`src/hw/rtl/mks_pkg.sv`:
```
`timescale 1ns / 1ps
// Shared types, constants and the Morse code table for the keying sequencer.
// No dependencies; every other file refers to this package by scoped names.
package mks_pkg;

  // Configuration register map
  localparam int CFG_IDX_W  = 1;
  localparam int CFG_DATA_W = 12;
  localparam logic [CFG_IDX_W-1:0] REG_TONE_HZ = 1'b0;
  localparam logic [CFG_IDX_W-1:0] REG_DOT_MS  = 1'b1;

  localparam int TONE_W = 12;
  localparam int DOT_W  = 11;
  localparam int UNIT_W = 3;
  localparam int DUR_W  = 14;

  localparam logic [TONE_W-1:0] TONE_HZ_RESET = 12'd800;
  localparam logic [DOT_W-1:0]  DOT_MS_RESET  = 11'd60;

  // Segment lengths in dot units
  localparam logic [UNIT_W-1:0] UNITS_DOT      = 3'd1;
  localparam logic [UNIT_W-1:0] UNITS_DASH     = 3'd3;
  localparam logic [UNIT_W-1:0] UNITS_ELEM_GAP = 3'd1;
  localparam logic [UNIT_W-1:0] UNITS_CHAR_GAP = 3'd2;
  localparam logic [UNIT_W-1:0] UNITS_WORD_GAP = 3'd4;
  localparam logic [UNIT_W-1:0] UNITS_STOP     = 3'd7;

  localparam logic [7:0] CHAR_SPACE = 8'h20;
  localparam logic [7:0] CASE_DELTA = 8'h20;

  // Code pattern: first element at bit 6, 1 = dash, unused bits zero
  typedef struct packed {
    logic       known;
    logic [2:0] len;
    logic [6:0] pattern;
  } morse_code_t;

  typedef struct packed {
    logic              load;       // capture the input beat
    logic              emit;       // load the output register
    logic              key;
    logic [UNIT_W-1:0] units;
    logic              stop;
    logic              last;
    logic              elem_next;  // advance to the next element
  } dp_cmd_t;

  typedef struct packed {
    logic known;
    logic is_space;
    logic end_flag;
    logic elem_dash;
    logic elem_last;
    logic slot_free;
  } dp_status_t;

  function automatic morse_code_t mk(input logic [2:0] len, input logic [6:0] pattern);
    morse_code_t r;
    r.known   = 1'b1;
    r.len     = len;
    r.pattern = pattern;
    return r;
  endfunction

  function automatic morse_code_t morse_lookup(input logic [7:0] ch);
    logic [7:0]  c;
    morse_code_t r;
    c = ch;
    if (c >= "a" && c <= "z") begin
      c = c - CASE_DELTA;
    end
    r = '0;
    case (c)
      "A": r = mk(3'd2, 7'b0100000);
      "B": r = mk(3'd4, 7'b1000000);
      "C": r = mk(3'd4, 7'b1010000);
      "D": r = mk(3'd3, 7'b1000000);
      "E": r = mk(3'd1, 7'b0000000);
      "F": r = mk(3'd4, 7'b0010000);
      "G": r = mk(3'd3, 7'b1100000);
      "H": r = mk(3'd4, 7'b0000000);
      "I": r = mk(3'd2, 7'b0000000);
      "J": r = mk(3'd4, 7'b0111000);
      "K": r = mk(3'd3, 7'b1010000);
      "L": r = mk(3'd4, 7'b0100000);
      "M": r = mk(3'd2, 7'b1100000);
      "N": r = mk(3'd2, 7'b1000000);
      "O": r = mk(3'd3, 7'b1110000);
      "P": r = mk(3'd4, 7'b0110000);
      "Q": r = mk(3'd4, 7'b1101000);
      "R": r = mk(3'd3, 7'b0100000);
      "S": r = mk(3'd3, 7'b0000000);
      "T": r = mk(3'd1, 7'b1000000);
      "U": r = mk(3'd3, 7'b0010000);
      "V": r = mk(3'd4, 7'b0001000);
      "W": r = mk(3'd3, 7'b0110000);
      "X": r = mk(3'd4, 7'b1001000);
      "Y": r = mk(3'd4, 7'b1011000);
      "Z": r = mk(3'd4, 7'b1100000);
      "0": r = mk(3'd5, 7'b1111100);
      "1": r = mk(3'd5, 7'b0111100);
      "2": r = mk(3'd5, 7'b0011100);
      "3": r = mk(3'd5, 7'b0001100);
      "4": r = mk(3'd5, 7'b0000100);
      "5": r = mk(3'd5, 7'b0000000);
      "6": r = mk(3'd5, 7'b1000000);
      "7": r = mk(3'd5, 7'b1100000);
      "8": r = mk(3'd5, 7'b1110000);
      "9": r = mk(3'd5, 7'b1111000);
      8'h22: r = mk(3'd6, 7'b0100100);  // double quote
      8'h27: r = mk(3'd6, 7'b0111100);  // apostrophe
      "$": r = mk(3'd7, 7'b0001001);
      "(": r = mk(3'd5, 7'b1011000);
      ")": r = mk(3'd6, 7'b1011010);
      "+": r = mk(3'd5, 7'b0101000);
      ",": r = mk(3'd6, 7'b1100110);
      "-": r = mk(3'd6, 7'b1000010);
      ".": r = mk(3'd6, 7'b0101010);
      "/": r = mk(3'd5, 7'b1001000);
      ":": r = mk(3'd6, 7'b1110000);
      ";": r = mk(3'd6, 7'b1010100);
      "=": r = mk(3'd5, 7'b1000100);
      "?": r = mk(3'd6, 7'b0011000);
      "_": r = mk(3'd6, 7'b0011010);
      default: r = '0;
    endcase
    return r;
  endfunction

endpackage

```
`src/hw/rtl/mks_if.sv`:
```
`timescale 1ns / 1ps
// Valid/ready channel interfaces for text input and keying segment output.
// Depends on mks_pkg for field widths.
interface mks_text_if;
  logic       valid;
  logic       ready;
  logic [7:0] character;
  logic       message_end;

  modport source (output valid, output character, output message_end, input ready);
  modport sink (input valid, input character, input message_end, output ready);
endinterface

interface mks_seg_if;
  logic                        valid;
  logic                        ready;
  logic                        key_down;
  logic [mks_pkg::TONE_W-1:0]  tone_out;
  logic [mks_pkg::UNIT_W-1:0]  units;
  logic [mks_pkg::DUR_W-1:0]   duration_ms;
  logic                        stops_message;
  logic                        last_in_run;

  modport source (output valid, output key_down, output tone_out, output units,
                  output duration_ms, output stops_message, output last_in_run,
                  input ready);
  modport sink (input valid, input key_down, input tone_out, input units,
                input duration_ms, input stops_message, input last_in_run,
                output ready);
endinterface

```
`src/hw/rtl/mks_ctrl.sv`:
```
`timescale 1ns / 1ps
// Sequencing state machine: walks one character through its keying segments.
// Depends on mks_pkg for command and status types.
module mks_ctrl (
  input  logic                clk,
  input  logic                rst,
  input  logic                in_valid,
  output logic                in_ready,
  input  mks_pkg::dp_status_t status,
  output mks_pkg::dp_cmd_t    cmd
);

  typedef enum logic [6:0] {
    S_IDLE   = 7'b0000001,
    S_DECODE = 7'b0000010,
    S_KEY    = 7'b0000100,
    S_GAP    = 7'b0001000,
    S_CGAP   = 7'b0010000,
    S_SPACE  = 7'b0100000,
    S_STOP   = 7'b1000000
  } state_t;

  state_t state, state_next;
  logic   stopped, stopped_next;

  always_ff @(posedge clk) begin
    if (rst) begin
      state   <= S_IDLE;
      stopped <= 1'b0;
    end else begin
      state   <= state_next;
      stopped <= stopped_next;
    end
  end

  always_comb begin
    state_next   = state;
    stopped_next = stopped;
    cmd          = '0;
    in_ready     = (state == S_IDLE);
    case (state)
      S_IDLE: begin
        if (in_valid) begin
          cmd.load   = 1'b1;
          state_next = S_DECODE;
        end
      end
      S_DECODE: begin
        if (stopped) begin
          // drop the character; the message end releases the stop
          stopped_next = !status.end_flag;
          state_next   = S_IDLE;
        end else if (status.is_space) begin
          state_next = S_SPACE;
        end else if (!status.known) begin
          stopped_next = !status.end_flag;
          state_next   = S_STOP;
        end else begin
          state_next = S_KEY;
        end
      end
      S_KEY: begin
        if (status.slot_free) begin
          cmd.emit   = 1'b1;
          cmd.key    = 1'b1;
          cmd.units  = status.elem_dash ? mks_pkg::UNITS_DASH : mks_pkg::UNITS_DOT;
          state_next = S_GAP;
        end
      end
      S_GAP: begin
        if (status.slot_free) begin
          cmd.emit  = 1'b1;
          cmd.units = mks_pkg::UNITS_ELEM_GAP;
          if (status.elem_last) begin
            state_next = S_CGAP;
          end else begin
            cmd.elem_next = 1'b1;
            state_next    = S_KEY;
          end
        end
      end
      S_CGAP: begin
        if (status.slot_free) begin
          cmd.emit   = 1'b1;
          cmd.units  = mks_pkg::UNITS_CHAR_GAP;
          cmd.last   = !status.end_flag;
          state_next = status.end_flag ? S_STOP : S_IDLE;
        end
      end
      S_SPACE: begin
        if (status.slot_free) begin
          cmd.emit   = 1'b1;
          cmd.units  = mks_pkg::UNITS_WORD_GAP;
          cmd.last   = !status.end_flag;
          state_next = status.end_flag ? S_STOP : S_IDLE;
        end
      end
      S_STOP: begin
        if (status.slot_free) begin
          cmd.emit   = 1'b1;
          cmd.units  = mks_pkg::UNITS_STOP;
          cmd.stop   = 1'b1;
          cmd.last   = 1'b1;
          state_next = S_IDLE;
        end
      end
      default: begin
        state_next = S_IDLE;
      end
    endcase
  end

endmodule

```
`src/hw/rtl/mks_datapath.sv`:
```
`timescale 1ns / 1ps
// Datapath: configuration registers, captured character code, element
// counter and the output segment register. Depends on mks_pkg and mks_if.
module mks_datapath (
  input  logic                                clk,
  input  logic                                rst,
  input  logic                                cfg_we,
  input  logic [mks_pkg::CFG_IDX_W-1:0]       cfg_index,
  input  logic [mks_pkg::CFG_DATA_W-1:0]      cfg_wdata,
  input  logic [7:0]                          character,
  input  logic                                message_end,
  input  mks_pkg::dp_cmd_t                    cmd,
  output mks_pkg::dp_status_t                 status,
  mks_seg_if.source                           seg
);

  logic [mks_pkg::TONE_W-1:0] tone_hz;
  logic [mks_pkg::DOT_W-1:0]  dot_ms;
  mks_pkg::morse_code_t       code;
  logic                       end_flag;
  logic                       is_space;
  logic [2:0]                 elem;
  logic                       out_valid;
  logic [mks_pkg::DUR_W-1:0]  duration;

  always_ff @(posedge clk) begin
    if (rst) begin
      tone_hz <= mks_pkg::TONE_HZ_RESET;
      dot_ms  <= mks_pkg::DOT_MS_RESET;
    end else if (cfg_we) begin
      case (cfg_index)
        mks_pkg::REG_TONE_HZ: tone_hz <= cfg_wdata;
        mks_pkg::REG_DOT_MS:  dot_ms  <= cfg_wdata[mks_pkg::DOT_W-1:0];
        default: ;
      endcase
    end
  end

  // capture the character code and walk its elements
  always_ff @(posedge clk) begin
    if (cmd.load) begin
      code     <= mks_pkg::morse_lookup(character);
      end_flag <= message_end;
      is_space <= (character == mks_pkg::CHAR_SPACE);
      elem     <= 3'd0;
    end else if (cmd.elem_next) begin
      elem <= elem + 3'd1;
    end
  end

  assign duration = mks_pkg::DUR_W'(cmd.units) * mks_pkg::DUR_W'(dot_ms);

  always_ff @(posedge clk) begin
    if (rst) begin
      out_valid <= 1'b0;
    end else if (cmd.emit) begin
      out_valid <= 1'b1;
    end else if (seg.ready) begin
      out_valid <= 1'b0;
    end
  end

  always_ff @(posedge clk) begin
    if (cmd.emit) begin
      seg.key_down      <= cmd.key;
      seg.tone_out      <= cmd.key ? tone_hz : '0;
      seg.units         <= cmd.units;
      seg.duration_ms   <= duration;
      seg.stops_message <= cmd.stop;
      seg.last_in_run   <= cmd.last;
    end
  end

  assign seg.valid = out_valid;

  assign status.known     = code.known;
  assign status.is_space  = is_space;
  assign status.end_flag  = end_flag;
  assign status.elem_dash = code.pattern[3'd6 - elem];
  assign status.elem_last = (elem == code.len - 3'd1);
  assign status.slot_free = !out_valid || seg.ready;

endmodule

```
`src/hw/rtl/morse_keying_sequencer_core.sv`:
```
`timescale 1ns / 1ps
// Morse keying sequencer top level: controller plus datapath.
// Sequence: each character's beat is taken while idle and decoded, then its N segments
// (up to 16) follow, one output register load per segment, each held off while
// keying.ready stalls. A character dropped while stopped is only taken and decoded.
// Reset (rst, synchronous): idle, message running, tone 800 Hz, dot 60 ms.
module morse_keying_sequencer_core (
  input  logic                           clk,
  input  logic                           rst,
  input  logic                           cfg_we,
  input  logic [mks_pkg::CFG_IDX_W-1:0]  cfg_index,
  input  logic [mks_pkg::CFG_DATA_W-1:0] cfg_wdata,
  mks_text_if.sink                       text,
  mks_seg_if.source                      keying
);

  // Command and status bundles between the sequencing FSM and the datapath
  mks_pkg::dp_cmd_t    cmd;
  mks_pkg::dp_status_t status;

  // The controller takes a text beat only when idle; the output register in
  // the datapath lets it do so while the previous segment still waits.
  mks_ctrl u_ctrl (
    .clk      (clk),
    .rst      (rst),
    .in_valid (text.valid),
    .in_ready (text.ready),
    .status   (status),
    .cmd      (cmd)
  );

  // Datapath holds configuration, the looked-up code, the element counter
  // and the registered output segment with its duration product.
  mks_datapath u_datapath (
    .clk         (clk),
    .rst         (rst),
    .cfg_we      (cfg_we),
    .cfg_index   (cfg_index),
    .cfg_wdata   (cfg_wdata),
    .character   (text.character),
    .message_end (text.message_end),
    .cmd         (cmd),
    .status      (status),
    .seg         (keying)
  );

endmodule
```
`src/flat_wrapper.sv`:
```
// flat-port wrapper written by rule: the top's interface ports become plain ports
module morse_keying_sequencer_core_flat 
  (clk, rst, cfg_we, cfg_index, cfg_wdata, text_valid, text_character, text_message_end, text_ready, keying_valid, keying_key_down, keying_tone_out, keying_units, keying_duration_ms, keying_stops_message, keying_last_in_run, keying_ready);
  mks_text_if text_i ();
  mks_seg_if keying_i ();
  input  logic clk;
  input  logic rst;
  input  logic cfg_we;
  input  logic [mks_pkg::CFG_IDX_W-1:0] cfg_index;
  input  logic [mks_pkg::CFG_DATA_W-1:0] cfg_wdata;
  input wire logic [$bits(text_i.valid)-1:0] text_valid;
  input wire logic [$bits(text_i.character)-1:0] text_character;
  input wire logic [$bits(text_i.message_end)-1:0] text_message_end;
  output wire logic [$bits(text_i.ready)-1:0] text_ready;
  output wire logic [$bits(keying_i.valid)-1:0] keying_valid;
  output wire logic [$bits(keying_i.key_down)-1:0] keying_key_down;
  output wire logic [$bits(keying_i.tone_out)-1:0] keying_tone_out;
  output wire logic [$bits(keying_i.units)-1:0] keying_units;
  output wire logic [$bits(keying_i.duration_ms)-1:0] keying_duration_ms;
  output wire logic [$bits(keying_i.stops_message)-1:0] keying_stops_message;
  output wire logic [$bits(keying_i.last_in_run)-1:0] keying_last_in_run;
  input wire logic [$bits(keying_i.ready)-1:0] keying_ready;
  assign text_i.valid = text_valid;
  assign text_i.character = text_character;
  assign text_i.message_end = text_message_end;
  assign text_ready = text_i.ready;
  assign keying_valid = keying_i.valid;
  assign keying_key_down = keying_i.key_down;
  assign keying_tone_out = keying_i.tone_out;
  assign keying_units = keying_i.units;
  assign keying_duration_ms = keying_i.duration_ms;
  assign keying_stops_message = keying_i.stops_message;
  assign keying_last_in_run = keying_i.last_in_run;
  assign keying_i.ready = keying_ready;
  morse_keying_sequencer_core u_core (.clk(clk), .rst(rst), .cfg_we(cfg_we), .cfg_index(cfg_index), .cfg_wdata(cfg_wdata), .text(text_i), .keying(keying_i));
endmodule
```
`config.mk`:
```
export PLATFORM = sky130hd
export DESIGN_NAME = morse_keying_sequencer_core_flat
export DESIGN_NICKNAME = d
export VERILOG_FILES = /design/src/hw/rtl/mks_pkg.sv /design/src/hw/rtl/mks_if.sv /design/src/hw/rtl/mks_ctrl.sv /design/src/hw/rtl/mks_datapath.sv /design/src/hw/rtl/morse_keying_sequencer_core.sv /design/src/flat_wrapper.sv
export SDC_FILE = /design/constraint.sdc
export NUM_CORES = 1
export LEC_CHECK = 0
export BUFFER_PORTS_ARGS = -buffer_cell sky130_fd_sc_hd__buf_4
export CAP_MARGIN = 40
export CORE_ASPECT_RATIO = 0.5
export CORE_MARGIN = 2
export CORE_UTILIZATION = 47
export CTS_CLUSTER_DIAMETER = 200
export DETAILED_ROUTE_END_ITERATION = 12
export PLACE_DENSITY = 0.75
export SETUP_SLACK_MARGIN = 0.15
export SLEW_MARGIN = 5
export SYNTH_ARGS = -nofsm -noshare
export SYNTH_HDL_FRONTEND = slang
export SYNTH_SLANG_ARGS = --single-unit
```
`constraint.sdc`:
```
create_clock -name clk -period 4.6 [get_ports clk]
set_clock_uncertainty 0.2 [all_clocks]
set_input_delay 0.23 -clock clk [delete_from_list [all_inputs] [get_ports clk]]
set_output_delay 0.23 -clock clk [all_outputs]
set_load 0.01 [all_outputs]
```
After elaboration in Yosys (flattened, before gate mapping). Memory sizes are Yosys's and may differ from the RTL's. A register that Yosys moved wholly into a read port is not among the register bits. Index checks and enable logic that the tools add are counted.

Logic and storage cells: 85. ROM bits: 1408. Input bits: 27. Memories kept: 1. Register bits: 69.

Mux-type cells: 37. Magnitude comparators: 3. Reductions and logical operators: 10. Multiply operators: 1. Equal/unequal tests: 14. Add/sub/neg operators: 4. Bitwise logic cells: 1.

Memories: (name not given) (words 128, bits a word 11, rd ports 1, clocked after memory_dff 1, write ports 0, RTL line mks_pkg.sv:73) `case (c)`.

Operators with widths (count): 2-to-1 mux 7 bit (9); one-hot mux 7 bit (6 select lines) (1); 2-to-1 mux 8 bit (2); 2-to-1 mux 1 bit (15); 2-to-1 mux 5 bit (3); one-hot mux 3 bit (5 select lines) (1); multiplier 3 x 11 -> 14 bit (1); equality test 8 x 6 -> 1 bit, second input constant (1); >= comparator 8 x 7 -> 1 bit, second input constant (1); <= comparator 8 x 7 -> 1 bit, second input constant (1); != test 2 x 1 -> 1 bit, second input constant (4); subtractor 8 x 6 -> 8 bit, second input constant (1); equality test 7 x 1 -> 1 bit, second input constant (1); equality test 7 x 2 -> 1 bit, second input constant (1); equality test 7 x 3 -> 1 bit, second input constant (1); equality test 7 x 4 -> 1 bit, second input constant (1); equality test 7 x 5 -> 1 bit, second input constant (1); equality test 7 x 6 -> 1 bit, second input constant (1); equality test 7 bit, second input constant (1); AND reduction 5 bit (1); < comparator 3 x 4 -> 1 bit, second input constant (1); 2-to-1 mux 2 bit (2); one-hot mux 1 bit (2 select lines) (2); AND reduction 2 bit (2); 14 further kinds (15).

Longest topological paths before layout.
Depth in word-level cells: 7. Depth in mapped cells: 18.

Modules after synthesis. From an unflattened synthesis, not the netlist that was laid out.

Cells, all modules: 566. Area total of the unflattened synthesis: 5238.8 µm².

By module, submodules not included: mks_datapath (instances 1, area an instance 4460.5 µm², sequential area each 1891.8 µm², cells each 471); mks_ctrl (instances 1, area an instance 778.2 µm², sequential area each 160.2 µm², cells each 95).

Worst setup path after synthesis. Ideal clock, no wire load.

Path type: register -> register. Start: reg u_core.u_datapath.elem[0]. End: reg u_core.u_datapath.seg.duration_ms[10] (data pin). Period minus slack after synthesis: 3.990 ns. Setup slack: 0.610 ns. Arrival time: 3.532 ns. Path buffers: 1. Cell stages (with the launch flop): 18. Path through: dfxtp_1 -> ha_1 -> xnor2_1 -> mux4_2 -> mux2i_1 -> o21ai_2 -> buf_4 -> and2_1 -> fa_1 -> ha_1 -> inv_1 -> fa_1 -> nor2b_1 -> o31a_1 -> o21a_1 -> nor2_1 -> o2bb2ai_1 -> xnor2_1.

RTL lines: start, declared (RTL line mks_datapath.sv:22) `logic [2:0] elem;`; start signal, assigned (RTL line mks_datapath.sv:47) `elem <= elem + 3'd1;`; end signal, assigned (RTL line mks_datapath.sv:68) `seg.duration_ms <= duration;`; end, declared (RTL line mks_if.sv:25) `output duration_ms, output stops_message, output last_in_run,`.

Worst setup path in the final report.
Start: reg u_core.u_datapath.elem[0]. End: reg u_core.u_datapath.seg.duration_ms[10] (data pin).

Longest elaborated chain between the ends: 7.

RTL lines: subtractor 3 bit (RTL line mks_datapath.sv:79) `assign status.elem_dash = code.pattern[3'd6 - elem];`; binary-select mux 1 bit (select 3 bit) (RTL line mks_datapath.sv:79); 2-to-1 mux 1 bit (implied by the code) (RTL line mks_datapath.sv:79); 2-to-1 mux 2 bit (RTL line mks_ctrl.sv:66) `cmd.units = status.elem_dash ? mks_pkg::UNITS_DASH : mks_pkg::UNITS_DOT;`; 2-to-1 mux 5 bit (RTL line mks_ctrl.sv:63) `if (status.slot_free) begin`; one-hot mux 3 bit (5 select lines) (RTL line mks_ctrl.sv:41) `case (state)`; multiplier 3 x 11 -> 14 bit (RTL line mks_datapath.sv:51) `assign duration = mks_pkg::DUR_W'(cmd.units) * mks_pkg::DUR_W'(dot_ms);`; net u_core.u_datapath.duration, one bit (RTL line mks_datapath.sv:24) `logic [mks_pkg::DUR_W-1:0] duration;`.

The timed path passes the listed nets, and every way through them passes these cells. The select of a mux whose other input is x is not followed. A chain may end at the register's enable or synchronous reset.

==> flow_metrics.env <==
export IMPL_status="finished clean"
export IMPL_cp_cell_sequence="ha_1, xnor2_2, mux4_2, mux2i_1, o21ai_2, and2_1, fa_1, ha_1, inv_1, fa_1, nor2b_1, o31a_1, o21a_1, nor2_1, o2bb2ai_1, xnor2_1"
export IMPL_power_leakage_nw=2.44
export IMPL_track_usage_pct=19.6
export IMPL_clock_latency_ns=0.33
export IMPL_rows=26
export IMPL_cts_inserted_buffers=9
export IMPL_grt_overflow=0
export IMPL_cts_max_level=3
export IMPL_power_density_mw_per_mm2=373
export IMPL_postCtsSetupRepairBufs=0
export IMPL_placed_area_mm2=0.00555
export IMPL_cts_tree="built"
export IMPL_crit_arrival_ns=4.07
export IMPL_min_period_ns=4.19
export IMPL_core_mm2=0.0103
export IMPL_dp_cells=729
export IMPL_synth_seq_cells=80
export IMPL_postSynthCellCount=552
export IMPL_use_met1_pct=26.2
export IMPL_start_util_pct=48.8
export IMPL_synth_largest_area_cell="edfxtp_1"
export IMPL_vdd_drop_max_mv=0.189
export IMPL_slew_violations=0
export IMPL_synth_seq_area_share_pct=40.8
export IMPL_ios=61
export IMPL_tightest_slew_ns=0.793
export IMPL_synth_commonest_cells="nand2_1, a21oi_1, nor2_1, edfxtp_1, dfxtp_1"
export IMPL_fmax_ghz=0.239
export IMPL_cts_root_buf="clkbuf_16"
export IMPL_ys_top_cells_by_area="edfxtp_1, dfxtp_1, ha_1"
export IMPL_crit_fanout=12
export IMPL_antennaDiodeCount=0
export IMPL_viasPerCell=5.47
export IMPL_antenna_found_initial=0
export IMPL_hpwl_um=7600
export IMPL_synthDistinctLibCells=60
export IMPL_maxCapViolCount=0
export IMPL_worstSetupPathType="flop to flop"
export IMPL_finalHoldViolations=0
export IMPL_rsz0062_at_grt="no"
export IMPL_clk_pin_slew_ns=0.06
export IMPL_syn_nets=617
export IMPL_die_h_um=77.2
export IMPL_fin_area_mm2=0.00603
export IMPL_end_kind="flop"
export IMPL_postRouteWirelength_um=10900
export IMPL_async_reset_ff_share_pct=0
export IMPL_globalRouteMet3Util_pct=4.58
export IMPL_cts_sinks=80
export IMPL_cp_required_ns=4.48
export IMPL_setup_viol=0
export IMPL_ctsLongestPathBuffers=2
export IMPL_regToRegSetupSlack_ns=0.41
export IMPL_drc_errors=0
export IMPL_instances_no_fill=758
export IMPL_gp_congestion=0.885
export IMPL_finalSetupTns_ns=0
export IMPL_grtUsageMet2_pct=32.0
export IMPL_synth_top_area_share_pct=26.9
export IMPL_critPathLaunchType="flop"
export IMPL_synth_edff_count=45
export IMPL_synth_main_ff_cell="edfxtp_1"
export IMPL_syn_area_mm2=0.00503
export IMPL_worst_hold_slack_ns=0.00866
export IMPL_syn_avg_cell_area_um2=9.11
export IMPL_dieArea_mm2=0.0116
export IMPL_layout_drive_gt1_share_pct=15.5
export IMPL_relSlewSlack_pct=47.0
export IMPL_dr_first_iter_drc_count=292
export IMPL_grt_max_degree=33
export IMPL_grt_pass1_wl_um=18300
export IMPL_fin_util_pct=58.5
export IMPL_min_path_type="primary input to flop"
export IMPL_nets=678
export IMPL_synth_warnings=0
export IMPL_numPortBuffers=60
export IMPL_synth_most_common_cell="nand2_1"
export IMPL_grt_busiest_layer="met2"
export IMPL_area_growth_syn_to_layout_pct=19.9
export IMPL_first_pass_iters=5
export IMPL_ant_nets=0
export IMPL_grt_pass1_vias=3861
export IMPL_num_vias=4150
export IMPL_fin_crit_sh_pct=91.1
export IMPL_fp_dieW_um=150
export IMPL_crit_path_max_incr_delay_ns=0.51
export IMPL_slowest_stage="fa_1"
export IMPL_wire_per_inst_um=14.3
[state kept, by name, summed over array words and instances, names as in the netlist, 3 cells and up]
register                           cells
u_core.u_datapath.dot_ms              11
u_core.u_ctrl.state                    7
u_core.u_datapath.tone_hz             12
u_core.u_datapath.seg.units            3
u_core.u_datapath.seg.duration_ms     14
u_core.u_datapath.seg.tone_out        12
u_core.u_datapath.code                10
u_core.u_datapath.elem                 3
[final cells by class]
type / count / area (um^2)
clock inverters: 7 / 119
multi-input cells: 415 / 2740
clock buffers: 9 / 225
repair buffers: 77 / 611
inverters: 30 / 113
flip-flops and latches: 80 / 2050
fillers: 857 / 4280
well taps: 140 / 175
[per-stage QoR]
stage	power, mW	setup WS, ns
after floorplan	1.27	0.610
after global placement	1.42	0.440
after detailed placement	1.44	0.313
after CTS	2.27	0.293
after global routing	2.37	0.186
final	2.25	0.408
[cells in the final DEF (no fill, tap or decap), types with 6 or more instances in the layout]
cell type	synthesis	routed
dlygate4sd3_1	0	13
buf_4	4	64
ha_1	28	28
o21ai_0	17	17
nor2b_1	7	7
edfxtp_1	45	45
nor3_1	13	13
nand2b_1	10	10
nand3b_1	8	8
dfxtp_1	35	34
xnor2_1	13	12
fa_1	10	10
mux2i_1	8	8
nand2_1	89	89
a21oi_1	47	47
nor2_1	46	46
clkbuf_16	0	9
nand3_1	7	7
a211oi_1	8	8
a31oi_1	6	6
inv_1	30	30
and2_1	34	34
[layer usage]
metal	up-vias	part of all wire, %	wire length, um
met5	-	0	0
met4	0	1.6	178
met3	19	6.1	664
met2	142	49	5330
met1	1946	43	4700
li1	2043	-	-
[worst paths after layout]
path                                                               to                          from  depth (start not counted)
worst max-delay path            u_core.u_datapath.seg.duration_ms[10]     u_core.u_datapath.elem[0]                         16
worst min-delay path                       u_core.u_datapath.is_space             text_character[7]                          2
worst max register to register  u_core.u_datapath.seg.duration_ms[10]     u_core.u_datapath.elem[0]                         16
worst min register to register           u_core.u_datapath.tone_hz[1]  u_core.u_datapath.tone_hz[1]                          2
[logic make-up after synthesis]
kind of cell / synth area share [%]
simple gates: 23.1
compound gates: 13.7
flops: 40.8
buf+inv: 4.98
fa+ha+maj: 10.9
xor+xnor: 3.08
mux: 3.38
[worst max-delay path, delay by kind of cell, from the launching register on]
family,cells,cell delay (ns)
AOI/OAI and AO/OA,4,0.62
xor gates and xnor gates,2,0.35
adders and majority gates,4,1.35
buffers and inverters,1,0.07
DFF,1,0.36
muxes,2,0.55
and+or+nand+nor,3,0.44
[where the power goes]
part           switching, mW  total, mW  leakage, nW  internal (mW)
Clock                  0.286      0.817        0.164          0.531
Sequential            0.0455      0.909        0.693          0.864
Combinational          0.303      0.526         1.58          0.224
[repair_timing]
item / in CTS / in global routing
resized for setup: 0 / 2
hold buffers: 13 / 0
hold endpoints to repair: 24 / 0
setup endpoints to repair: 0 / 3
No activity file was read; power rests on OpenSTA's default activity.
